==> src/rtl/key_debounce_hold_repeat_assert.svh <==
// assertion macros for the key debounce block
`ifndef KEY_DEBOUNCE_HOLD_REPEAT_ASSERT_SVH
`define KEY_DEBOUNCE_HOLD_REPEAT_ASSERT_SVH

// same-cycle implication, checked out of reset
`define KDHR_ASSERT_NOW(lbl, ante, cons) \
   lbl: assert property (@(posedge clock) disable iff (reset) (ante) |-> (cons)) \
      else $error("kdhr same-cycle check failed");

// next-cycle implication, checked out of reset
`define KDHR_ASSERT_NEXT(lbl, ante, cons) \
   lbl: assert property (@(posedge clock) disable iff (reset) (ante) |=> (cons)) \
      else $error("kdhr next-cycle check failed");

`endif

==> src/rtl/kdhr_pkg.sv <==
// shared types and constants for the key debounce block
`default_nettype none

package kdhr_pkg;

   typedef enum logic [2:0] {
      PH_IGNORE   = 3'd0,
      PH_IDLE     = 3'd1,
      PH_DEBOUNCE = 3'd2,
      PH_HOLD     = 3'd3,
      PH_REPEAT   = 3'd4,
      PH_RELEASE  = 3'd5
   } phase_type;

   localparam logic [1:0] MODE_NORMAL     = 2'd0;
   localparam logic [1:0] MODE_KEY_UP     = 2'd1;
   localparam logic [1:0] MODE_SHORT_LONG = 2'd2;
   localparam logic [1:0] MODE_SPARE      = 2'd3;

   localparam logic [2:0] REG_DEBOUNCE      = 3'd0;
   localparam logic [2:0] REG_HOLD          = 3'd1;
   localparam logic [2:0] REG_REPEAT        = 3'd2;
   localparam logic [2:0] REG_MODE          = 3'd3;
   localparam logic [2:0] REG_FIRST_ENABLE  = 3'd4;
   localparam logic [2:0] REG_REPEAT_ENABLE = 3'd5;

   localparam int unsigned TickWidth = 16;
   localparam int unsigned IdWidth   = 7;

   typedef struct packed {
      logic [TickWidth-1:0] debounce_ticks;
      logic [TickWidth-1:0] hold_ticks;
      logic [TickWidth-1:0] repeat_ticks;
      logic [1:0]           mode;
      logic                 first_enable;
      logic                 repeat_enable;
   } cfg_type;

   typedef struct packed {
      phase_type            phase;
      logic [TickWidth-1:0] countdown;
      logic [IdWidth-1:0]   active_button;
   } state_type;

   typedef struct packed {
      logic       fire_repeat;
      logic       fire_first;
      logic       changed;
      phase_type  phase_code;
   } result_type;

endpackage

`default_nettype wire

==> src/rtl/kdhr_step.sv <==
// one poll step of the shared debounce, hold and repeat machine
`default_nettype none

module kdhr_step
   import kdhr_pkg::*;
(
   input  wire cfg_type            cfg,
   input  wire state_type          st,
   input  wire logic [IdWidth-1:0] button_id,
   input  wire logic               pressed,
   output state_type               st_next,
   output result_type              result
);

   logic                 ignore;
   logic                 cd_zero;
   logic [1:0]           mode_eff;
   logic                 reload;
   logic [TickWidth-1:0] load;
   logic                 changed;
   logic                 fire_first;
   logic                 fire_repeat;

   assign ignore   = (st.active_button != '0) && (st.active_button != button_id);
   assign cd_zero  = (st.countdown == '0);
   assign mode_eff = (cfg.mode == MODE_SPARE) ? MODE_NORMAL : cfg.mode;

   // next state
   always_comb begin
      st_next.phase         = st.phase;
      st_next.active_button = st.active_button;
      reload                = 1'b0;
      load                  = cfg.debounce_ticks;
      if (!ignore) begin
         if (pressed && cd_zero) begin
            unique case (st.phase) inside
               PH_IDLE: begin
                  st_next.phase = PH_DEBOUNCE;
                  reload        = 1'b1;
               end
               PH_DEBOUNCE: begin
                  st_next.phase         = PH_HOLD;
                  reload                = 1'b1;
                  load                  = cfg.hold_ticks;
                  st_next.active_button = button_id;
               end
               PH_HOLD, PH_REPEAT: begin
                  st_next.phase = PH_REPEAT;
                  reload        = 1'b1;
                  load          = cfg.repeat_ticks;
               end
               default: ;
            endcase
         end else if (!pressed) begin
            unique case (st.phase) inside
               PH_HOLD, PH_REPEAT: begin
                  st_next.phase = PH_RELEASE;
                  reload        = !cd_zero;
               end
               PH_DEBOUNCE, PH_RELEASE: begin
                  if (cd_zero) begin
                     st_next.phase         = PH_IDLE;
                     st_next.active_button = '0;
                  end
               end
               default: ;
            endcase
         end
      end
      if (reload) begin
         st_next.countdown = load;
      end else if (!cd_zero) begin
         st_next.countdown = st.countdown - TickWidth'(1);
      end else begin
         st_next.countdown = st.countdown;
      end
   end

   // outputs
   always_comb begin
      changed     = 1'b0;
      fire_first  = 1'b0;
      fire_repeat = 1'b0;
      if (!ignore) begin
         if (pressed && cd_zero) begin
            unique case (st.phase)
               PH_IDLE: changed = 1'b1;
               PH_DEBOUNCE: begin
                  changed    = 1'b1;
                  fire_first = cfg.first_enable && (mode_eff == MODE_NORMAL);
               end
               PH_HOLD: begin
                  changed = 1'b1;
                  if (cfg.repeat_enable && (mode_eff != MODE_KEY_UP)) begin
                     fire_repeat = 1'b1;
                  end else begin
                     fire_first = cfg.first_enable && (mode_eff == MODE_SHORT_LONG);
                  end
               end
               PH_REPEAT: begin
                  changed     = 1'b1;
                  fire_repeat = cfg.repeat_enable && (mode_eff == MODE_NORMAL);
               end
               default: ;
            endcase
         end else if (!pressed) begin
            unique case (st.phase) inside
               PH_HOLD: begin
                  changed    = 1'b1;
                  // short press only counts when released before the hold ran out
                  fire_first = !cd_zero && cfg.first_enable && (mode_eff == MODE_SHORT_LONG);
               end
               PH_REPEAT: begin
                  changed    = 1'b1;
                  fire_first = !cd_zero && cfg.first_enable && (mode_eff == MODE_KEY_UP);
               end
               PH_DEBOUNCE, PH_RELEASE: changed = cd_zero;
               default: ;
            endcase
         end
      end
      result.phase_code  = ignore ? PH_IGNORE : st_next.phase;
      result.changed     = changed;
      result.fire_first  = fire_first;
      result.fire_repeat = fire_repeat;
   end

endmodule

`default_nettype wire

==> src/rtl/key_debounce_hold_repeat.sv <==
// a word accepted into the input register is stepped into the result register and shown on rsp from there
// throughput: one poll word per cycle while rsp is not stalled; the single state step sets the pace
// a stalled result holds rsp; the input register can still take a word only while it is empty
// reset: synchronous, active high; phase idle, countdown zero, no active button,
// registers back to debounce 20, hold 500, repeat 100, mode 0, both actions on
`default_nettype none

`include "key_debounce_hold_repeat_assert.svh"

module key_debounce_hold_repeat
   import kdhr_pkg::*;
(
   input  wire logic        clock,
   input  wire logic        reset,
   input  wire logic        req_tvalid,
   output logic             req_tready,
   input  wire logic [7:0]  req_tdata,   // button_id [6:0], pressed [7]
   output logic             rsp_tvalid,
   input  wire logic        rsp_tready,
   output logic [7:0]       rsp_tdata,   // phase_code [2:0], changed [3], fire_first [4],
                                         // fire_repeat [5], zero [7:6]
   input  wire logic        csr_psel,
   input  wire logic        csr_penable,
   input  wire logic        csr_pwrite,
   input  wire logic [4:0]  csr_paddr,
   input  wire logic [31:0] csr_pwdata,
   output logic [31:0]      csr_prdata,
   output logic             csr_pready
);

   cfg_type            cfg_ff;
   state_type          state_ff, state_in;
   result_type         result_in;
   result_type         out_ff;
   logic               out_valid_ff;
   logic               in_valid_ff;
   logic [IdWidth-1:0] in_id_ff;
   logic               in_pressed_ff;
   logic               advance;
   logic               accept;
   logic               cfg_write;
   logic [2:0]         reg_index;

   assign csr_pready = 1'b1;
   assign cfg_write  = csr_psel && csr_penable && csr_pwrite && csr_pready;
   assign reg_index  = csr_paddr[4:2];

   always_ff @(posedge clock) begin
      if (reset) begin
         cfg_ff.debounce_ticks <= TickWidth'(20);
         cfg_ff.hold_ticks     <= TickWidth'(500);
         cfg_ff.repeat_ticks   <= TickWidth'(100);
         cfg_ff.mode           <= MODE_NORMAL;
         cfg_ff.first_enable   <= 1'b1;
         cfg_ff.repeat_enable  <= 1'b1;
      end else if (cfg_write) begin
         unique case (reg_index)
            REG_DEBOUNCE:      cfg_ff.debounce_ticks <= csr_pwdata[TickWidth-1:0];
            REG_HOLD:          cfg_ff.hold_ticks     <= csr_pwdata[TickWidth-1:0];
            REG_REPEAT:        cfg_ff.repeat_ticks   <= csr_pwdata[TickWidth-1:0];
            REG_MODE:          cfg_ff.mode           <= csr_pwdata[1:0];
            REG_FIRST_ENABLE:  cfg_ff.first_enable   <= csr_pwdata[0];
            REG_REPEAT_ENABLE: cfg_ff.repeat_enable  <= csr_pwdata[0];
            default: ;
         endcase
      end
   end

   always_comb begin
      unique case (reg_index)
         REG_DEBOUNCE:      csr_prdata = {16'd0, cfg_ff.debounce_ticks};
         REG_HOLD:          csr_prdata = {16'd0, cfg_ff.hold_ticks};
         REG_REPEAT:        csr_prdata = {16'd0, cfg_ff.repeat_ticks};
         REG_MODE:          csr_prdata = {30'd0, cfg_ff.mode};
         REG_FIRST_ENABLE:  csr_prdata = {31'd0, cfg_ff.first_enable};
         REG_REPEAT_ENABLE: csr_prdata = {31'd0, cfg_ff.repeat_enable};
         default:           csr_prdata = '0;
      endcase
   end

   // the step runs when the input register is full and the result slot is free or being taken
   assign advance    = in_valid_ff && (!out_valid_ff || rsp_tready);
   assign req_tready = !in_valid_ff || advance;
   assign accept     = req_tvalid && req_tready;

   always_ff @(posedge clock) begin
      if (reset) begin
         in_valid_ff <= 1'b0;
      end else if (req_tready) begin
         in_valid_ff <= req_tvalid;
      end
   end

   always_ff @(posedge clock) begin
      if (accept) begin
         in_id_ff      <= req_tdata[6:0];
         in_pressed_ff <= req_tdata[7];
      end
   end

   kdhr_step u_step (
      .cfg       (cfg_ff),
      .st        (state_ff),
      .button_id (in_id_ff),
      .pressed   (in_pressed_ff),
      .st_next   (state_in),
      .result    (result_in)
   );

   always_ff @(posedge clock) begin
      if (reset) begin
         state_ff.phase         <= PH_IDLE;
         state_ff.countdown     <= '0;
         state_ff.active_button <= '0;
      end else if (advance) begin
         state_ff <= state_in;
      end
   end

   always_ff @(posedge clock) begin
      if (reset) begin
         out_valid_ff <= 1'b0;
      end else if (advance) begin
         out_valid_ff <= 1'b1;
      end else if (rsp_tready) begin
         out_valid_ff <= 1'b0;
      end
   end

   always_ff @(posedge clock) begin
      if (advance) begin
         out_ff <= result_in;
      end
   end

   assign rsp_tvalid = out_valid_ff;
   assign rsp_tdata  = {2'b00, out_ff};

   `KDHR_ASSERT_NOW(a_one_action, out_valid_ff, !(out_ff.fire_first && out_ff.fire_repeat))
   `KDHR_ASSERT_NOW(a_ignored_quiet, out_valid_ff && (out_ff.phase_code == PH_IGNORE),
                    !out_ff.changed && !out_ff.fire_first && !out_ff.fire_repeat)
   `KDHR_ASSERT_NOW(a_owner_phase, state_ff.active_button != '0,
                    (state_ff.phase == PH_HOLD) || (state_ff.phase == PH_REPEAT) ||
                    (state_ff.phase == PH_RELEASE))
   `KDHR_ASSERT_NEXT(a_stall_keeps_word, in_valid_ff && !advance,
                     in_valid_ff && $stable(in_id_ff) && $stable(in_pressed_ff))

endmodule

`default_nettype wire
==> config.mk <==
export PLATFORM = sky130hd
export DESIGN_NAME = key_debounce_hold_repeat
export DESIGN_NICKNAME = d
export VERILOG_FILES = /design/src/rtl/kdhr_pkg.sv /design/src/rtl/kdhr_step.sv /design/src/rtl/key_debounce_hold_repeat.sv
export VERILOG_INCLUDE_DIRS = /design/src /design/src/rtl
export SDC_FILE = /design/constraint.sdc
export NUM_CORES = 1
export LEC_CHECK = 0
export BUFFER_PORTS_ARGS = -buffer_cell sky130_fd_sc_hd__buf_2
export CAP_MARGIN = 20
export CORE_MARGIN = 3
export CORE_UTILIZATION = 45
export CTS_CLUSTER_DIAMETER = 100
export DETAILED_ROUTE_END_ITERATION = 6
export GPL_TIMING_DRIVEN = 0
export HOLD_SLACK_MARGIN = 0.08
export PLACE_DENSITY_LB_ADDON = 0.05
export SYNTH_ARGS = -nofsm -noshare
export SYNTH_HDL_FRONTEND = slang
export SYNTH_SLANG_ARGS = --single-unit
export TNS_END_PERCENT = 50
==> constraint.sdc <==
create_clock -name clock -period 2.6 [get_ports clock]
set_clock_uncertainty 0.2 [all_clocks]
set_input_delay 0.13 -clock clock [delete_from_list [all_inputs] [get_ports clock]]
set_output_delay 0.13 -clock clock [all_outputs]
set_load 0.05 [all_outputs]
After elaboration in Yosys (flattened, before gate mapping)

Cells that the tools add are included.

Flip-flop bits (word level): 94
Bits of input ports: 52
Logic and storage cells: 110

Add/sub/neg operators: 1
Equality and inequality tests: 18
Mux-type cells: 35
Bitwise logic cells: 2
Reductions and logical operators: 37

Operators with widths:

| operator                                                               | number |
|---|---|
| 16-bit case mux with 6 select lines                                    | 1 |
| 16-bit two-way mux                                                     | 4 |
| 7-bit two-way mux                                                      | 5 |
| 16-bit case mux with 2 select lines                                    | 1 |
| 16-bit logical NOT                                                     | 1 |
| 16-bit by 1-bit subtractor with 16-bit output (second input constant)  | 1 |
| 2-bit AND reduction                                                    | 7 |
| 1-bit logical AND                                                      | 13 |
| 1-bit two-way mux                                                      | 13 |
| 3-bit by 2-bit equality test with 1-bit output (second input constant) | 4 |
| 3-bit equality test (second input constant)                            | 4 |
| 3-bit two-way mux                                                      | 4 |
| 3-bit case mux with 3 select lines                                     | 1 |
| 1-bit case mux with 2 select lines                                     | 4 |
| 7-bit != test                                                          | 1 |
| 7-bit nonzero test                                                     | 1 |
| 3-bit by 1-bit equality test with 1-bit output (second input constant) | 2 |
| 2-bit by 1-bit != test with 1-bit output (second input constant)       | 3 |
| 3-bit case mux with 2 select lines                                     | 1 |
| 6-bit AND reduction                                                    | 1 |
| 2-bit nonzero test                                                     | 3 |
| 2-bit OR reduction                                                     | 3 |
| 2-bit equality test (second input constant)                            | 2 |
| 4-bit OR reduction                                                     | 1 |
| 8 further kinds                                                        | 12 |

Longest topological paths before layout

Depth in word-level cells: 8
Mapped depth: 9
Depth with buffers taken out: 8

Modules after synthesis

Synthesis repeated with hierarchy kept, for this count alone.

Cells, all modules: 645
Area total of the unflattened synthesis: 5685.5 um^2

By module, submodules not included:

| module                   | times used | cells an instance | area each (um^2) | seq. area each (um^2) |
|---|---|---|---|---|
| key_debounce_hold_repeat | 1          | 437               | 4211.5           | 2021.9 |
| kdhr_step                | 1          | 208               | 1473.9           | 0.0 |

Least setup slack after synthesis

OpenSTA, ideal clock, no wires.

Path kind: reg2reg
Start: register state_ff[7] (netlist bit)
End: register state_ff[16] (netlist bit)
Setup time: 0.074 ns
Arrival time: 2.520 ns
Slack: -0.194 ns
Cell stages (with the launch flop): 9
Path buffers: 0
Clock period less this slack: 2.794 ns
Cell sequence: dfxtp_1 inv_1 ha_1 or3b_2 or4_4 mux2i_1 nor3_1 o21ai_0 a31oi_1

Longest elaborated chain between the ends: 8
Elaborated cells on any way between the ends: 14

RTL lines:

| element                              | RTL line                        | text |
|---|---|---|
| start, declared                      | key_debounce_hold_repeat.sv:32  | `state_type state_ff, state_in;` |
| start signal, assigned               | key_debounce_hold_repeat.sv:116 | `state_ff <= state_in;` |
| 16-bit logical NOT                   | kdhr_step.sv:25                 | `assign cd_zero = (st.countdown == '0);` |
| 1-bit logical NOT                    | kdhr_step.sv:58                 | `reload = !cd_zero;` |
| 1-bit two-way mux                    | kdhr_step.sv:55                 | `unique case (st.phase) inside` |
| 1-bit two-way mux                    | kdhr_step.sv:54                 | `end else if (!pressed) begin` |
| 1-bit two-way mux                    | kdhr_step.sv:35                 | `if (pressed && cd_zero) begin` |
| 1-bit two-way mux                    | kdhr_step.sv:34                 | `if (!ignore) begin` |
| 2-bit != test (no source line)       | n/a                             |  |
| 2-bit AND reduction (no source line) | n/a                             |  |

Several ways; a longest one is shown, not always the timed one. The select of a mux whose other input is x is not followed.
A chain may end at the register's enable or synchronous reset.

Worst setup path in the final report

Start: register state_ff[7] (netlist bit)
End: register state_ff[17] (netlist bit)

The elaborated chain is that of the path after synthesis.

==> metrics <==
RSZ-0062 raised after global routing=yes; Seq cells post-synth=94; port buffer count=between 50 and 60; Row Count=39; status=finished, violations left; Area Overhead vs Synth=29.8%; # diodes=0; total grt overflow=0; Worst-path clk slew=around 0.070 ns; Die ar.=13400 um^2; met3 usage=between 4 and 5%; hold depth=3; Mapped Avg Cell Area=~8.0 um^2; vias per cell=roughly 5.9; reg-to-reg startpoint=state_ff[7]; Post-Syn Area=about 5400 um^2; pwr dens=around 980 nW/um^2; layout cells sized above 1=between 20% and 30%; Starting Density=46.8%; part of the cycle the worst path needs=108%; routed length per placed instance=~19 um; Tot GR Track Use=28.3%; Slew headroom=between 30% and 40%; final core utilization=a little over 60%; Worst Path Required=~2.7 ns; Lkg Pwr=~2.7 nW; first-pass GRT wire length=between 20000 and 30000 um; CP Max Fanout=5; critical path's slowest cell=or4_4; worst r2r path cells=10; ANT nets after route=0; Hold/Removal Path Class=in2reg; crit path cell chain=inv_2, ha_4, or3b_4, or4_4, buf_8, buf_6, mux2_4, a22oi_2, o21ai_1, a31oi_1; worst setup path class=reg2reg; hold path endpoint=cfg_ff[1]; placed insts=slightly below 900; drt first pass iters=5; Worst EP arrival=about 2.9 ns; reg2reg setup slack=-0.20 ns; Max Cap Viol=0; Max VDD drop=roughly 0.61 mV; CTS Sinks=94; slack of the critical path=-0.201 ns; R2R Path End=state_ff[17]; Post-synth EDFFs=14; initial antenna violation count=0; most common cell after layout, fill and taps aside=nand2_1; Final Hold Viols=0; I/O pin cnt=95; synth warn=0; DP Wirelength=between 10000 and 15000 um; startpoint class of the critical path=flip-flop; Slew @ Worst Pin=1.01 ns; clock latency on the worst-skew pair=~0.35 ns; hold wc startpoint=csr_paddr[2]; GRT Max-Usage Layer=met2; CTS HTree Levels=3; Filler cells=just over 1000; Total Wirelength=roughly 19000 um; Die H=roughly 120 um; Core Footprint=roughly 12000 um^2; met1 Track Usage GR=between 30% and 40%; vias in the first global route=~5400; TritonCTS Buffers=9; Max Fclk=approximately 0.36 GHz; # setup viols final=25; pin count of the biggest net entering global routing=17; Synth Instances=between 600 and 700; Root Driver=clkbuf_16; sequential share of the synthesized area=between 30% and 40%; fin cells=slightly below 1000; Async SR Flop Fraction=0%; RePlAce Congestion=around 1; Residual DRC=0; failing checks=setup timing; CP endpoint kind=flip-flop; CTS Buffer Depth=2; die width=roughly 120 um; most frequent cells in the layout=nand2_1 (91), dfxtp_1 (71), a21oi_1 (66), nor2_1 (60), buf_2 (55); ys flop type=dfxtp_1; post-layout minimum cycle time=~2.8 ns; Critical Path Max Stage Delay=0.53 ns; first-iteration detailed-routing DRC count=approximately 560; CTS tree=done; Yosys cell types=67; routing usage on met2=between 40% and 50%; pre-CTS WS=-0.776 ns; Pins Over Slew Limit=0; Total Nets Final=871; Vias=roughly 5700
==> critical path, delay by kind of cell (launching register included) <==
family | cells | cell delay (ns)
multiplexers | 1 | 0.34
adder cells (fa/ha/maj) | 1 | 0.14
buffers and inverters | 3 | 0.33
AO/OA/AOI/OAI | 3 | 0.46
flip-flops | 1 | 0.33
AND/OR/NAND/NOR | 2 | 0.93
==> sequential cells by signal (all words and copies together) (netlist names) <==
signal         flops
rsp_tvalid         1
in_valid_ff        1
in_pressed_ff      1
rsp_tdata          6
cfg_ff            52
in_id_ff           7
state_ff          26
==> final cells by class <==
type | instances | area [um^2] | share of cell area [%]
clock buffers | 10 | 229 | 3.25
repair buffers | 108 | 752 | 10.7
flip-flops and latches | 94 | 2030 | 28.8
well taps | 143 | 179 | 2.54
multi-input cells | 522 | 3390 | 48.1
plain buffers | 66 | 367 | 5.20
clock inverters | 6 | 38.8 | 0.550
inverters | 15 | 57.6 | 0.816
==> how the worst max path moves through the flow <==
stage	slack [ns]	depth (start not counted)	to	startpoint
finish	-0.20	10	state_ff[17]	state_ff[7]
CTS	-0.15	7	state_ff[19]	state_ff[14]
global placement	-1.23	8	state_ff[15]	in_id_ff[4]
global route	-0.26	10	state_ff[17]	state_ff[7]
floorplan	-0.02	7	state_ff[19]	state_ff[19]
detailed placement	-0.78	8	state_ff[15]	in_id_ff[4]
==> Yosys cell counts, types with 11 or more instances <==
master	n	share of area, %
edfxtp_1	14	7.7
buf_4	19	2.6
mux2i_1	33	6.1
nand2_1	91	6.3
a22oi_1	18	2.5
nor3_1	16	1.5
a21oi_1	75	6.9
clkbuf_1	41	2.8
nand3_1	14	1.3
nand2b_1	11	1.3
o21ai_0	28	2.6
dfxtp_1	80	29
inv_1	14	0.97
nor2b_1	11	1.3
nor2_1	63	4.4
==> report_power, final <==
part           switching (mW)  total [mW]  leakage [nW]  internal [mW]
clock network           0.590        1.24         0.126          0.647
logic                    2.26        3.85          1.74           1.59
registers               0.190        1.83         0.787           1.64
total                    3.04        6.92          2.65           3.88
==> stage by stage <==
stage	instance area [um^2]	power, mW	hold WS (ns)	setup TNS [ns]
2_1_floorplan	5520	3.73	0.0289	-0.0159
3_3_place_gp	5970	4.38	0.106	-23.72
3_5_place_dp	5980	4.45	0.108	-15.51
4_1_cts	6820	6.32	0.119	-1.13
5_1_grt	7050	7.24	0.177	-3.84
6_report	7050	6.92	0.134	-2.21
==> routing by layer <==
layer / share of wire [%] / wire, um
met5: 0 / 0
met4: 3.7 / 701
met3: 7.7 / 1450
met2: 45 / 8450
met1: 43 / 8140
==> logic make-up (layout without fill, tap and decap cells) <==
family	Yosys count	count (layout)	synth area share, %
other	2	19	0.138
XOR/XNOR	7	7	1.13
flip-flops	94	94	37.2
multiplexers	37	38	7.19
AO/OA/AOI/OAI	201	201	24.2
adder cells (fa/ha/maj)	3	3	0.691
AND/OR/NAND/NOR	254	254	22.4
buffers and inverters	81	205	7.07
==> what timing repair did <==
item	in CTS	in global routing
resized for setup	54	44
endpoints found under the setup margin	40	37
hold buffers	27	0
hold endpoints to repair	62	0
pin swaps	17	32
gates cloned	1	0
buffers inserted	12	13
Note: power is estimated with default switching activity, not from simulation.
